==> src/hw/rtl/tbfp_pkg.sv <==
package tbfp_pkg;

  // Slot bookkeeping
  localparam int SLOTS         = 3;
  localparam int DEF_FRAME_LEN = 25;

  typedef logic [1:0] slot_t;

  localparam slot_t SLOT_CUR_RST = 2'd0;
  localparam slot_t SLOT_NXT_RST = 2'd1;
  localparam slot_t SLOT_SPR_RST = 2'd2;

  // Command kinds
  localparam logic KIND_PUSH = 1'b0;
  localparam logic KIND_POP  = 1'b1;

  // APB register map, one 32-bit register every 4 bytes
  localparam int PADDR_W = 4;
  localparam int PDATA_W = 32;

  typedef enum logic [1:0] {
    REG_HEADER       = 2'd0,
    REG_FOOTER_MASK  = 2'd1,
    REG_FOOTER_VALUE = 2'd2
  } reg_idx_t;

  localparam logic [7:0] HEADER_RST       = 8'd15;
  localparam logic [7:0] FOOTER_MASK_RST  = 8'd255;
  localparam logic [7:0] FOOTER_VALUE_RST = 8'd0;

  typedef struct packed {
    logic [7:0] header_byte;
    logic [7:0] footer_mask;
    logic [7:0] footer_value;
  } cfg_t;

  // Channel words
  typedef struct packed {
    logic       kind;
    logic [7:0] rx_byte;
  } in_word_t;

  typedef struct packed {
    logic        accepted;
    logic [7:0]  tx_byte;
    logic        empty_res;
    logic [31:0] rx_byte_count;
    logic [31:0] tx_byte_count;
    logic [31:0] rx_frame_count;
    logic [31:0] tx_frame_count;
    logic [31:0] superseded_count;
    logic [31:0] sync_error_count;
  } out_word_t;

endpackage

==> src/hw/rtl/tbfp_chan_if.sv <==
// Command channel: push or pop requests
interface tbfp_cmd_if;
  logic               valid;
  logic               ready;
  tbfp_pkg::in_word_t data;

  modport source (output valid, output data, input ready);
  modport sink   (input valid, input data, output ready);
endinterface

// Response channel: one word per command
interface tbfp_rsp_if;
  logic                valid;
  logic                ready;
  tbfp_pkg::out_word_t data;

  modport source (output valid, output data, input ready);
  modport sink   (input valid, input data, output ready);
endinterface

==> src/hw/rtl/triple_buffered_frame_pipe_core.sv <==
// Triple-buffered frame pipe.
// cmd carries one word per request: kind 0 pushes rx_byte, kind 1 pops one
// byte of the current slot. rsp returns exactly one word per request, with
// the accept flag, the popped byte and a snapshot of all counters after
// the request. Both channels use valid/ready; a word moves when both are
// high. Header, footer mask and footer value sit on the APB port and are
// written only while no request is outstanding, a rule for the user that
// the block does not enforce. The response is valid the cycle after the
// request is taken; one request per cycle unless rsp stalls. The frame
// store is a single-port RAM with registered read; the pop read is issued
// in the accept cycle and the data lands in the response register at the
// same edge as the bookkeeping. When rsp is stalled, the response register
// holds and cmd.ready drops until the word is taken; cmd.ready is high
// whenever the register is empty or being drained in the same cycle.
// Reset (rst, synchronous) clears slot bookkeeping, roles, counters and the
// config registers. The frame store is not cleared; only written bytes are
// ever read back.
module triple_buffered_frame_pipe_core #(
  parameter int FRAME_LEN = tbfp_pkg::DEF_FRAME_LEN
) (
  input  logic                          clk,
  input  logic                          rst,
  tbfp_cmd_if.sink                      cmd,
  tbfp_rsp_if.source                    rsp,
  input  logic                          psel,
  input  logic                          penable,
  input  logic                          pwrite,
  input  logic [tbfp_pkg::PADDR_W-1:0]  paddr,
  input  logic [tbfp_pkg::PDATA_W-1:0]  pwdata,
  output logic [tbfp_pkg::PDATA_W-1:0]  prdata,
  output logic                          pready
);
  import tbfp_pkg::*;

  localparam int LEN_W  = $clog2(FRAME_LEN + 1);
  localparam int DEPTH  = SLOTS * FRAME_LEN;
  localparam int ADDR_W = $clog2(DEPTH);

  typedef logic [LEN_W-1:0]  len_t;
  typedef logic [ADDR_W-1:0] addr_t;

  localparam len_t LEN_FULL = len_t'(FRAME_LEN);
  localparam len_t LEN_LAST = len_t'(FRAME_LEN - 1);
  localparam len_t LEN_ONE  = len_t'(1);
  localparam addr_t SLOT_SPAN = addr_t'(FRAME_LEN);

  // Config registers
  cfg_t cfg;

  tbfp_cfg u_cfg (
    .clk     (clk),
    .rst     (rst),
    .psel    (psel),
    .penable (penable),
    .pwrite  (pwrite),
    .paddr   (paddr),
    .pwdata  (pwdata),
    .prdata  (prdata),
    .pready  (pready),
    .cfg     (cfg)
  );

  // Slot bookkeeping
  len_t             slot_len [SLOTS];
  len_t             slot_len_next [SLOTS];
  len_t             slot_rd [SLOTS];
  len_t             slot_rd_next [SLOTS];
  logic [SLOTS-1:0] slot_cmp, slot_cmp_next;
  logic [SLOTS-1:0] slot_snd, slot_snd_next;
  slot_t            cur, cur_next;
  slot_t            nxt, nxt_next;
  slot_t            spr, spr_next;
  slot_t            col, col_next;
  logic             collecting, collecting_next;

  logic [31:0] rx_byte_cnt, rx_byte_cnt_next;
  logic [31:0] tx_byte_cnt, tx_byte_cnt_next;
  logic [31:0] rx_frame_cnt, rx_frame_cnt_next;
  logic [31:0] tx_frame_cnt, tx_frame_cnt_next;
  logic [31:0] supersedes, supersedes_next;
  logic [31:0] sync_errors, sync_errors_next;

  // Frame store port
  logic [7:0] frame_store [DEPTH];
  logic       mem_we, mem_re;
  addr_t      mem_addr;
  logic [7:0] rd_data;

  // Response register
  logic      out_valid;
  logic      acc, acc_next;
  logic      popped;
  logic      cmd_fire;
  out_word_t rsp_word;

  assign cmd.ready = !out_valid || rsp.ready;
  assign cmd_fire  = cmd.valid && cmd.ready;

  // Request decode and bookkeeping update
  always_comb begin
    slot_t      s;
    len_t       nlen;
    len_t       nrd;
    logic       owes_cur;
    logic [7:0] b;

    slot_len_next     = slot_len;
    slot_rd_next      = slot_rd;
    slot_cmp_next     = slot_cmp;
    slot_snd_next     = slot_snd;
    cur_next          = cur;
    nxt_next          = nxt;
    spr_next          = spr;
    col_next          = col;
    collecting_next   = collecting;
    rx_byte_cnt_next  = rx_byte_cnt;
    tx_byte_cnt_next  = tx_byte_cnt;
    rx_frame_cnt_next = rx_frame_cnt;
    tx_frame_cnt_next = tx_frame_cnt;
    supersedes_next   = supersedes;
    sync_errors_next  = sync_errors;
    mem_we            = 1'b0;
    mem_re            = 1'b0;
    mem_addr          = '0;
    acc_next          = 1'b0;

    b        = cmd.data.rx_byte;
    s        = col;
    nlen     = '0;
    nrd      = '0;
    owes_cur = slot_cmp[cur] || slot_snd[cur] || (slot_rd[cur] < slot_len[cur]);

    if (cmd_fire) begin
      if (cmd.data.kind == KIND_PUSH) begin
        if (collecting || (b == cfg.header_byte)) begin
          // pick a slot on the header byte
          if (!collecting) begin
            if (!owes_cur) begin
              s = cur;
            end else if (!slot_cmp[nxt]) begin
              s = nxt;
            end else begin
              s = spr;
            end
          end
          mem_we   = 1'b1;
          mem_addr = addr_t'(addr_t'(s) * SLOT_SPAN)
                   + addr_t'((slot_len[s] < LEN_FULL) ? slot_len[s] : LEN_LAST);
          nlen     = (slot_len[s] < LEN_FULL) ? slot_len[s] + LEN_ONE : slot_len[s];
          slot_len_next[s] = nlen;
          rx_byte_cnt_next = rx_byte_cnt + 32'd1;
          acc_next         = 1'b1;
          collecting_next  = 1'b1;
          col_next         = s;

          // frame end: footer check
          if (nlen == LEN_FULL) begin
            collecting_next = 1'b0;
            if ((b & cfg.footer_mask) == cfg.footer_value) begin
              slot_cmp_next[s]  = 1'b1;
              rx_frame_cnt_next = rx_frame_cnt + 32'd1;
              if (s == spr) begin
                if (slot_cmp[nxt]) begin
                  supersedes_next = supersedes + 32'd1;
                end
                nxt_next           = spr;
                spr_next           = nxt;
                slot_len_next[nxt] = '0;
                slot_rd_next[nxt]  = '0;
                slot_cmp_next[nxt] = 1'b0;
                slot_snd_next[nxt] = 1'b0;
              end
            end else begin
              sync_errors_next = sync_errors + 32'd1;
              if (s != cur) begin
                slot_len_next[s] = '0;
                slot_rd_next[s]  = '0;
                slot_cmp_next[s] = 1'b0;
                slot_snd_next[s] = 1'b0;
              end
            end
          end
        end
      end else begin
        // pop from the current slot
        if ((slot_rd[cur] < slot_len[cur]) && (slot_rd[cur] < LEN_FULL)) begin
          mem_re   = 1'b1;
          mem_addr = addr_t'(addr_t'(cur) * SLOT_SPAN) + addr_t'(slot_rd[cur]);
          acc_next = 1'b1;
          nrd      = slot_rd[cur] + LEN_ONE;
          slot_rd_next[cur]  = nrd;
          slot_snd_next[cur] = 1'b1;
          tx_byte_cnt_next   = tx_byte_cnt + 32'd1;

          // drained: promote next to current
          if (!(collecting && (col == cur)) && (nrd == slot_len[cur])) begin
            if (slot_cmp[cur]) begin
              tx_frame_cnt_next = tx_frame_cnt + 32'd1;
            end
            cur_next           = nxt;
            nxt_next           = cur;
            slot_len_next[cur] = '0;
            slot_rd_next[cur]  = '0;
            slot_cmp_next[cur] = 1'b0;
            slot_snd_next[cur] = 1'b0;
          end
        end
      end
    end
  end

  // State registers
  always_ff @(posedge clk) begin
    if (rst) begin
      for (int i = 0; i < SLOTS; i++) begin
        slot_len[i] <= '0;
        slot_rd[i]  <= '0;
      end
      slot_cmp     <= '0;
      slot_snd     <= '0;
      cur          <= SLOT_CUR_RST;
      nxt          <= SLOT_NXT_RST;
      spr          <= SLOT_SPR_RST;
      col          <= SLOT_CUR_RST;
      collecting   <= 1'b0;
      rx_byte_cnt  <= '0;
      tx_byte_cnt  <= '0;
      rx_frame_cnt <= '0;
      tx_frame_cnt <= '0;
      supersedes   <= '0;
      sync_errors  <= '0;
    end else begin
      slot_len     <= slot_len_next;
      slot_rd      <= slot_rd_next;
      slot_cmp     <= slot_cmp_next;
      slot_snd     <= slot_snd_next;
      cur          <= cur_next;
      nxt          <= nxt_next;
      spr          <= spr_next;
      col          <= col_next;
      collecting   <= collecting_next;
      rx_byte_cnt  <= rx_byte_cnt_next;
      tx_byte_cnt  <= tx_byte_cnt_next;
      rx_frame_cnt <= rx_frame_cnt_next;
      tx_frame_cnt <= tx_frame_cnt_next;
      supersedes   <= supersedes_next;
      sync_errors  <= sync_errors_next;
    end
  end

  // Frame store, registered read
  always_ff @(posedge clk) begin
    if (mem_we) begin
      frame_store[mem_addr] <= cmd.data.rx_byte;
    end
    if (mem_re) begin
      rd_data <= frame_store[mem_addr];
    end
  end

  // Response register
  always_ff @(posedge clk) begin
    if (rst) begin
      out_valid <= 1'b0;
    end else if (cmd_fire) begin
      out_valid <= 1'b1;
    end else if (rsp.ready) begin
      out_valid <= 1'b0;
    end
  end

  always_ff @(posedge clk) begin
    if (cmd_fire) begin
      acc    <= acc_next;
      popped <= acc_next && (cmd.data.kind == KIND_POP);
    end
  end

  // Counters are held in state; they only move when the next word is taken
  always_comb begin
    rsp_word.accepted         = acc;
    rsp_word.tx_byte          = popped ? rd_data : 8'd0;
    rsp_word.empty_res        = (slot_rd[cur] == slot_len[cur]);
    rsp_word.rx_byte_count    = rx_byte_cnt;
    rsp_word.tx_byte_count    = tx_byte_cnt;
    rsp_word.rx_frame_count   = rx_frame_cnt;
    rsp_word.tx_frame_count   = tx_frame_cnt;
    rsp_word.superseded_count = supersedes;
    rsp_word.sync_error_count = sync_errors;
  end

  assign rsp.valid = out_valid;
  assign rsp.data  = rsp_word;

  // Checks

  // The three roles always name three different slots
  a_roles_distinct: assert property (@(posedge clk) disable iff (rst)
    (cur != nxt) && (cur != spr) && (nxt != spr))
    else $error("slot roles overlap");

  // A slot is never read past what it holds
  a_rd_le_len: assert property (@(posedge clk) disable iff (rst)
    (slot_rd[0] <= slot_len[0]) && (slot_rd[1] <= slot_len[1]) &&
    (slot_rd[2] <= slot_len[2]))
    else $error("read position beyond slot length");

  // One request moves at most one of the byte counters
  a_one_byte_counter: assert property (@(posedge clk) disable iff (rst)
    cmd_fire |=> (rx_byte_cnt == $past(rx_byte_cnt)) ||
                 (tx_byte_cnt == $past(tx_byte_cnt)))
    else $error("push and pop counters moved together");

  // Every taken request yields a pending response word
  a_rsp_follows: assert property (@(posedge clk) disable iff (rst)
    cmd_fire |=> out_valid)
    else $error("response missing after request");

endmodule

==> src/hw/rtl/tbfp_cfg.sv <==
module tbfp_cfg (
  input  logic                          clk,
  input  logic                          rst,
  input  logic                          psel,
  input  logic                          penable,
  input  logic                          pwrite,
  input  logic [tbfp_pkg::PADDR_W-1:0]  paddr,
  input  logic [tbfp_pkg::PDATA_W-1:0]  pwdata,
  output logic [tbfp_pkg::PDATA_W-1:0]  prdata,
  output logic                          pready,
  output tbfp_pkg::cfg_t                cfg
);
  import tbfp_pkg::*;

  reg_idx_t idx;
  logic     wr_en;

  assign idx    = reg_idx_t'(paddr[PADDR_W-1:2]);
  assign wr_en  = psel && penable && pwrite;
  assign pready = 1'b1;

  // Register writes; unknown indexes are dropped
  always_ff @(posedge clk) begin
    if (rst) begin
      cfg.header_byte  <= HEADER_RST;
      cfg.footer_mask  <= FOOTER_MASK_RST;
      cfg.footer_value <= FOOTER_VALUE_RST;
    end else if (wr_en) begin
      case (idx)
        REG_HEADER:       cfg.header_byte  <= pwdata[7:0];
        REG_FOOTER_MASK:  cfg.footer_mask  <= pwdata[7:0];
        REG_FOOTER_VALUE: cfg.footer_value <= pwdata[7:0];
        default: ;
      endcase
    end
  end

  // Read-back
  always_comb begin
    prdata = '0;
    case (idx)
      REG_HEADER:       prdata[7:0] = cfg.header_byte;
      REG_FOOTER_MASK:  prdata[7:0] = cfg.footer_mask;
      REG_FOOTER_VALUE: prdata[7:0] = cfg.footer_value;
      default:          prdata = '0;
    endcase
  end

endmodule

==> src/flat_wrapper.sv <==
// flat-port wrapper written by rule: the top's interface ports become plain ports
module triple_buffered_frame_pipe_core_flat import tbfp_pkg::*;
#(
  parameter int FRAME_LEN = tbfp_pkg::DEF_FRAME_LEN
)
  (clk, rst, psel, penable, pwrite, paddr, pwdata, prdata, pready, cmd_valid, cmd_data, cmd_ready, rsp_valid, rsp_data, rsp_ready);
  tbfp_cmd_if cmd_i ();
  tbfp_rsp_if rsp_i ();
  input  logic clk;
  input  logic rst;
  input  logic psel;
  input  logic penable;
  input  logic pwrite;
  input  logic [tbfp_pkg::PADDR_W-1:0] paddr;
  input  logic [tbfp_pkg::PDATA_W-1:0] pwdata;
  output logic [tbfp_pkg::PDATA_W-1:0] prdata;
  output logic pready;
  input wire logic [$bits(cmd_i.valid)-1:0] cmd_valid;
  input wire logic [$bits(cmd_i.data)-1:0] cmd_data;
  output wire logic [$bits(cmd_i.ready)-1:0] cmd_ready;
  output wire logic [$bits(rsp_i.valid)-1:0] rsp_valid;
  output wire logic [$bits(rsp_i.data)-1:0] rsp_data;
  input wire logic [$bits(rsp_i.ready)-1:0] rsp_ready;
  assign cmd_i.valid = cmd_valid;
  assign cmd_i.data = cmd_data;
  assign cmd_ready = cmd_i.ready;
  assign rsp_valid = rsp_i.valid;
  assign rsp_data = rsp_i.data;
  assign rsp_i.ready = rsp_ready;
  triple_buffered_frame_pipe_core #(.FRAME_LEN(FRAME_LEN)) u_core (.clk(clk), .rst(rst), .cmd(cmd_i), .rsp(rsp_i), .psel(psel), .penable(penable), .pwrite(pwrite), .paddr(paddr), .pwdata(pwdata), .prdata(prdata), .pready(pready));
endmodule
==> config.mk <==
export PLATFORM = sky130hd
export DESIGN_NAME = triple_buffered_frame_pipe_core_flat
export DESIGN_NICKNAME = d
export VERILOG_FILES = /design/src/hw/rtl/tbfp_pkg.sv /design/src/hw/rtl/tbfp_chan_if.sv /design/src/hw/rtl/triple_buffered_frame_pipe_core.sv /design/src/hw/rtl/tbfp_cfg.sv /design/src/flat_wrapper.sv
export SDC_FILE = /design/constraint.sdc
export NUM_CORES = 1
export LEC_CHECK = 0
export BUFFER_PORTS_ARGS = -buffer_cell sky130_fd_sc_hd__buf_4
export CORE_UTILIZATION = 39
export DETAILED_ROUTE_END_ITERATION = 10
export HOLD_SLACK_MARGIN = 0.02
export PLACE_DENSITY_LB_ADDON = 0.15
export SYNTH_ARGS = -nofsm -noshare
export SYNTH_HDL_FRONTEND = slang
export SYNTH_SLANG_ARGS = --single-unit
export TNS_END_PERCENT = 20
==> constraint.sdc <==
create_clock -name clk -period 7.2 [get_ports clk]
set_input_delay 1.08 -clock clk [delete_from_list [all_inputs] [get_ports clk]]
set_output_delay 1.08 -clock clk [all_outputs]
set_load 0.02 [all_outputs]
==> metrics.md <==
| Metric | Value |
|---|---|
| Data required time at the worst endpoint | between 7000 and 8000 ps |
| Final GP Congestion | between 0.8 and 0.9 |
| Register bit count reported by yosys | between 800 and 900 |
| Clock tree buffer depth | 3 |
| Reg2Reg Depth | 26 |
| IO buf count | approximately 240 |
| FMAX | around 140 MHz |
| Final Util | 47.5% |
| Initial core utilization | around two fifths |
| First-pass GRT wire length | between 150 and 200 mm |
| Post-CTS Repair Setup Buffers | 0 |
| Final #Nets | roughly 3600 |
| Filler cells | roughly 8500 |
| IO Pins | around 290 |
| Period minus WS final | 7060 ps |
| Vias | between 20000 and 30000 |
| R2R Setup Slk | approximately 140 ps |
| Cts hold-fix bufs | 0 |
| Htree depth | 3 |
| Area leader, netlist | edfxtp_1 |
| Worst Hold Class | reg2reg |
| R2R Path Start | u_core.cur[0] |
| Nature of the critical path startpoint | flip-flop |
| Drt drc | 0 |
| Post-synth EDFFs | 610 |
| Clock Skew | approximately 29 ps |
| Area grow syn2layout | 19.8% |
| Dpl ws | roughly 35 ps |
| Slew Limit Fails | 0 |
| Initial antenna violation count | 2 |
| Mapped cell area | 37300 µm² |
| Core Area | approximately 94000 µm² |
| Fin. Hold Viols | 0 |
| Worst VDD drop | approximately 0.19 mV |
| Pwr/cell area | between 200 and 250 nW/µm² |
| Cts bufs inserted | between 90 and 100 |
| CP Capture Point | u_core.rd_data[7] |
| Endpoints failing setup | 0 |
| CP Capture Type | flip-flop |
| Max Cap Viol | 0 |
| Commonest non-fill, non-tap cell in the layout | edfxtp_1 |
| P_leak | 0.0155 µW |
| CTS tree | yes |
| Worst-path clk slew | 60 ps |
| Detailed Routing Iterations Pass 1 | 7 |
| Critical Path Source | u_core.cur[0] |
| Setup TNS | 0 ps |
| Aggregate global routing overflow | 0 |
| CP max FO | 32 |
| Largest net degree at the start of global routing | 96 |
| Yosys top cell area share | between 40% and 50% |
| Met1 usage | a little under a third |
| Floorplan row count | around 110 |
| Max_slew headroom | 28.5% |
| Worst setup margin | roughly 140 ps |
| Synth area leaders | edfxtp_1 49%, dfxtp_1 14%, nand2_1 4.0%, nor2_1 3.3%, mux2i_1 2.1% |
| Global Route met3 Usage | under 10% |
| Clock sink total | roughly 870 |
| Arrival @ worst endpoint | 7560 ps |
| Die area | between 90000 and 100000 µm² |
| Hold Crit Start | u_core.slot_rd[3] |
| Layout cells sized above 1 | 18.5% |
| DIE HEIGHT | just over 300 µm |
| RSZ-0062 raised after global routing | yes |
| Die X | between 300 and 400 µm |
| Clk Latency, worst-skew pair | 690 ps |
| CTS Root Cell | clkbuf_16 |
| Antenna fix cells | 0 |
| Final std cells w/o fill | 4895 |
| Worst-margin pin slew | ~1100 ps |
| Placed insts | ~4700 |
| FF-to-FF End | u_core.rd_data[7] |
| Total wire length | roughly 120 mm |
| Gate Count Post-Synth | 3182 |
| Critical path class | reg2reg |
| Final Cycle Share | a little over nine tenths |
| Post-DR vias/cell | approximately 5.7 |
| Initial detailed-routing violation count | 2987 |
| DP HPWL | just under 80 mm |
| GRT met2 Usage | between 40% and 50% |
| Yosys warning count | 0 |
| Synth Flop Type | edfxtp_1 |
| GR peak layer | met2 |
| Vias in the first global route | approximately 27000 |
| Drt wl/cell | ~24 µm |
| Most frequent cells in the layout | 610 x edfxtp_1, 434 x buf_4, 396 x nand2_1 |
| Total GRT Usage | about 24% |
| Library cells used by synthesis | 93 |
| Mean Syn Cell Area | roughly 12 µm² |
| Post-route ant nets | 0 |
| Resize count post-CTS | 0 |
| Post-synthesis sequential area ratio | 63.3% |
| Ys async rst share | 0% |
| Status | complete, no violations |
## registers in the layout (all words and copies together), names as in the netlist, named ones only
signal / cells
u_core.popped: 1
u_core.cur: 2
u_core.slot_rd: 11
u_core.u_cfg.cfg: 24
u_core.rx_frame_cnt: 32
u_core.rsp.valid: 1
u_core.sync_errors: 32
u_core.slot_cmp: 3
u_core.supersedes: 32
u_core.tx_frame_cnt: 32
u_core.collecting: 1
u_core.tx_byte_cnt: 32
u_core.rx_byte_cnt: 32
u_core.acc: 1
u_core.rd_data: 8
u_core.nxt: 2
u_core.col: 2
u_core.frame_store: 600
u_core.slot_len: 15
u_core.spr: 2
## stage by stage
stage / cell area (µm²) / hold slack (ps) / total power (µW)
CTS: 44600 / 483 / 10400
global placement: 41600 / 462 / 5640
floorplan: 37300 / 443 / 5540
detailed placement: 41600 / 460 / 5650
global route: 44600 / 494 / 10600
finish: 44600 / 480 / 10300
## logic make-up (layout without fill, tap and decap cells)
logic type | after synthesis | count (layout) | synth area share [%]
AO/OA/AOI/OAI | 622 | 622 | 11.6
other | 2 | 25 | 0.0202
AND/OR/NAND/NOR | 1145 | 1145 | 14.4
multiplexers | 93 | 93 | 2.58
flip-flops | 872 | 872 | 63.3
buffers and inverters | 253 | 689 | 3.03
XOR/XNOR | 158 | 158 | 3.71
adder cells (fa/ha/maj) | 37 | 37 | 1.32
## power breakdown
| group | total (µW) | switching (µW) | internal (µW) |
|---|---|---|---|
| registers | 5360 | 2.95 | 5360 |
| logic | 178 | 145 | 33.6 |
| clock network | 4730 | 2040 | 2690 |
| total | 10300 | 2190 | 8090 |
## cells in the mapped netlist (6+ instances only)
cell	number
edfxtp_1	610
nand2_1	396
nor2_1	323
dfxtp_1	262
a21oi_1	151
nand3_1	106
clkbuf_1	102
o21ai_0	102
mux2i_1	79
xnor2_1	79
xor2_1	79
a22oi_1	66
inv_1	60
and3_1	59
a221oi_1	50
nor3_1	48
nand4_1	47
or3_1	42
ha_1	33
buf_4	32
buf_1	30
a31oi_1	29
a22o_1	27
and2_1	25
buf_2	22
nor4_1	19
nor4_2	19
o211ai_1	18
o22ai_1	18
o32ai_1	17
nor2b_1	15
a211oi_1	14
a311oi_1	13
mux2_2	13
a221o_1	12
o221ai_1	11
a222oi_1	10
a32oi_1	8
and4_1	8
or2_2	8
nand2b_1	6
## layout make-up
cell class / count / area, µm² / area share (%)
sequential: 872 / 23600 / 52.8
clock buffer: 132 / 2650 / 5.94
timing repair buffer: 444 / 3450 / 7.73
multi-input combinational: 2080 / 12800 / 28.7
inverter: 63 / 236 / 0.530
tap: 1254 / 1570 / 3.52
clock inverter: 50 / 369 / 0.827
## how the worst min path moves through the flow
stage / endpoint / depth (start not counted)
after floorplan: u_core.slot_rd[3] / 1
after global placement: u_core.slot_rd[5] / 1
after detailed placement: u_core.slot_rd[3] / 1
after CTS: u_core.slot_rd[3] / 1
after global routing: flip-flop / 1
final: u_core.slot_rd[3] / 1
## per-layer routing
layer  routed length [µm]  vias to the layer above
met5                    0                        -
met4                 3300                        0
met3                 8430                      172
met2                57900                     1126
met1                49800                    13956
li1                     -                    12568
## worst max-delay path, cell delays in order (launching register included)
cell      delay [ps]
dfxtp_1          350
buf_12           230
mux2i_1          110
o22ai_1          290
inv_1             90
ha_1             300
nor2_1            50
a211o_2          350
a22oi_2          190
o211ai_2         190
inv_2            160
nor3_1            70
or3_1            410
nor2b_1          160
ha_1             280
ha_1             220
inv_1             70
fa_1             470
o32a_2           570
nor3_2           790
buf_4            300
a221oi_1         100
and3_1           200
o21ai_0          400
buf_4            210
a221oi_1          70
o211ai_1         230
Power figures use the tool's default switching activity.
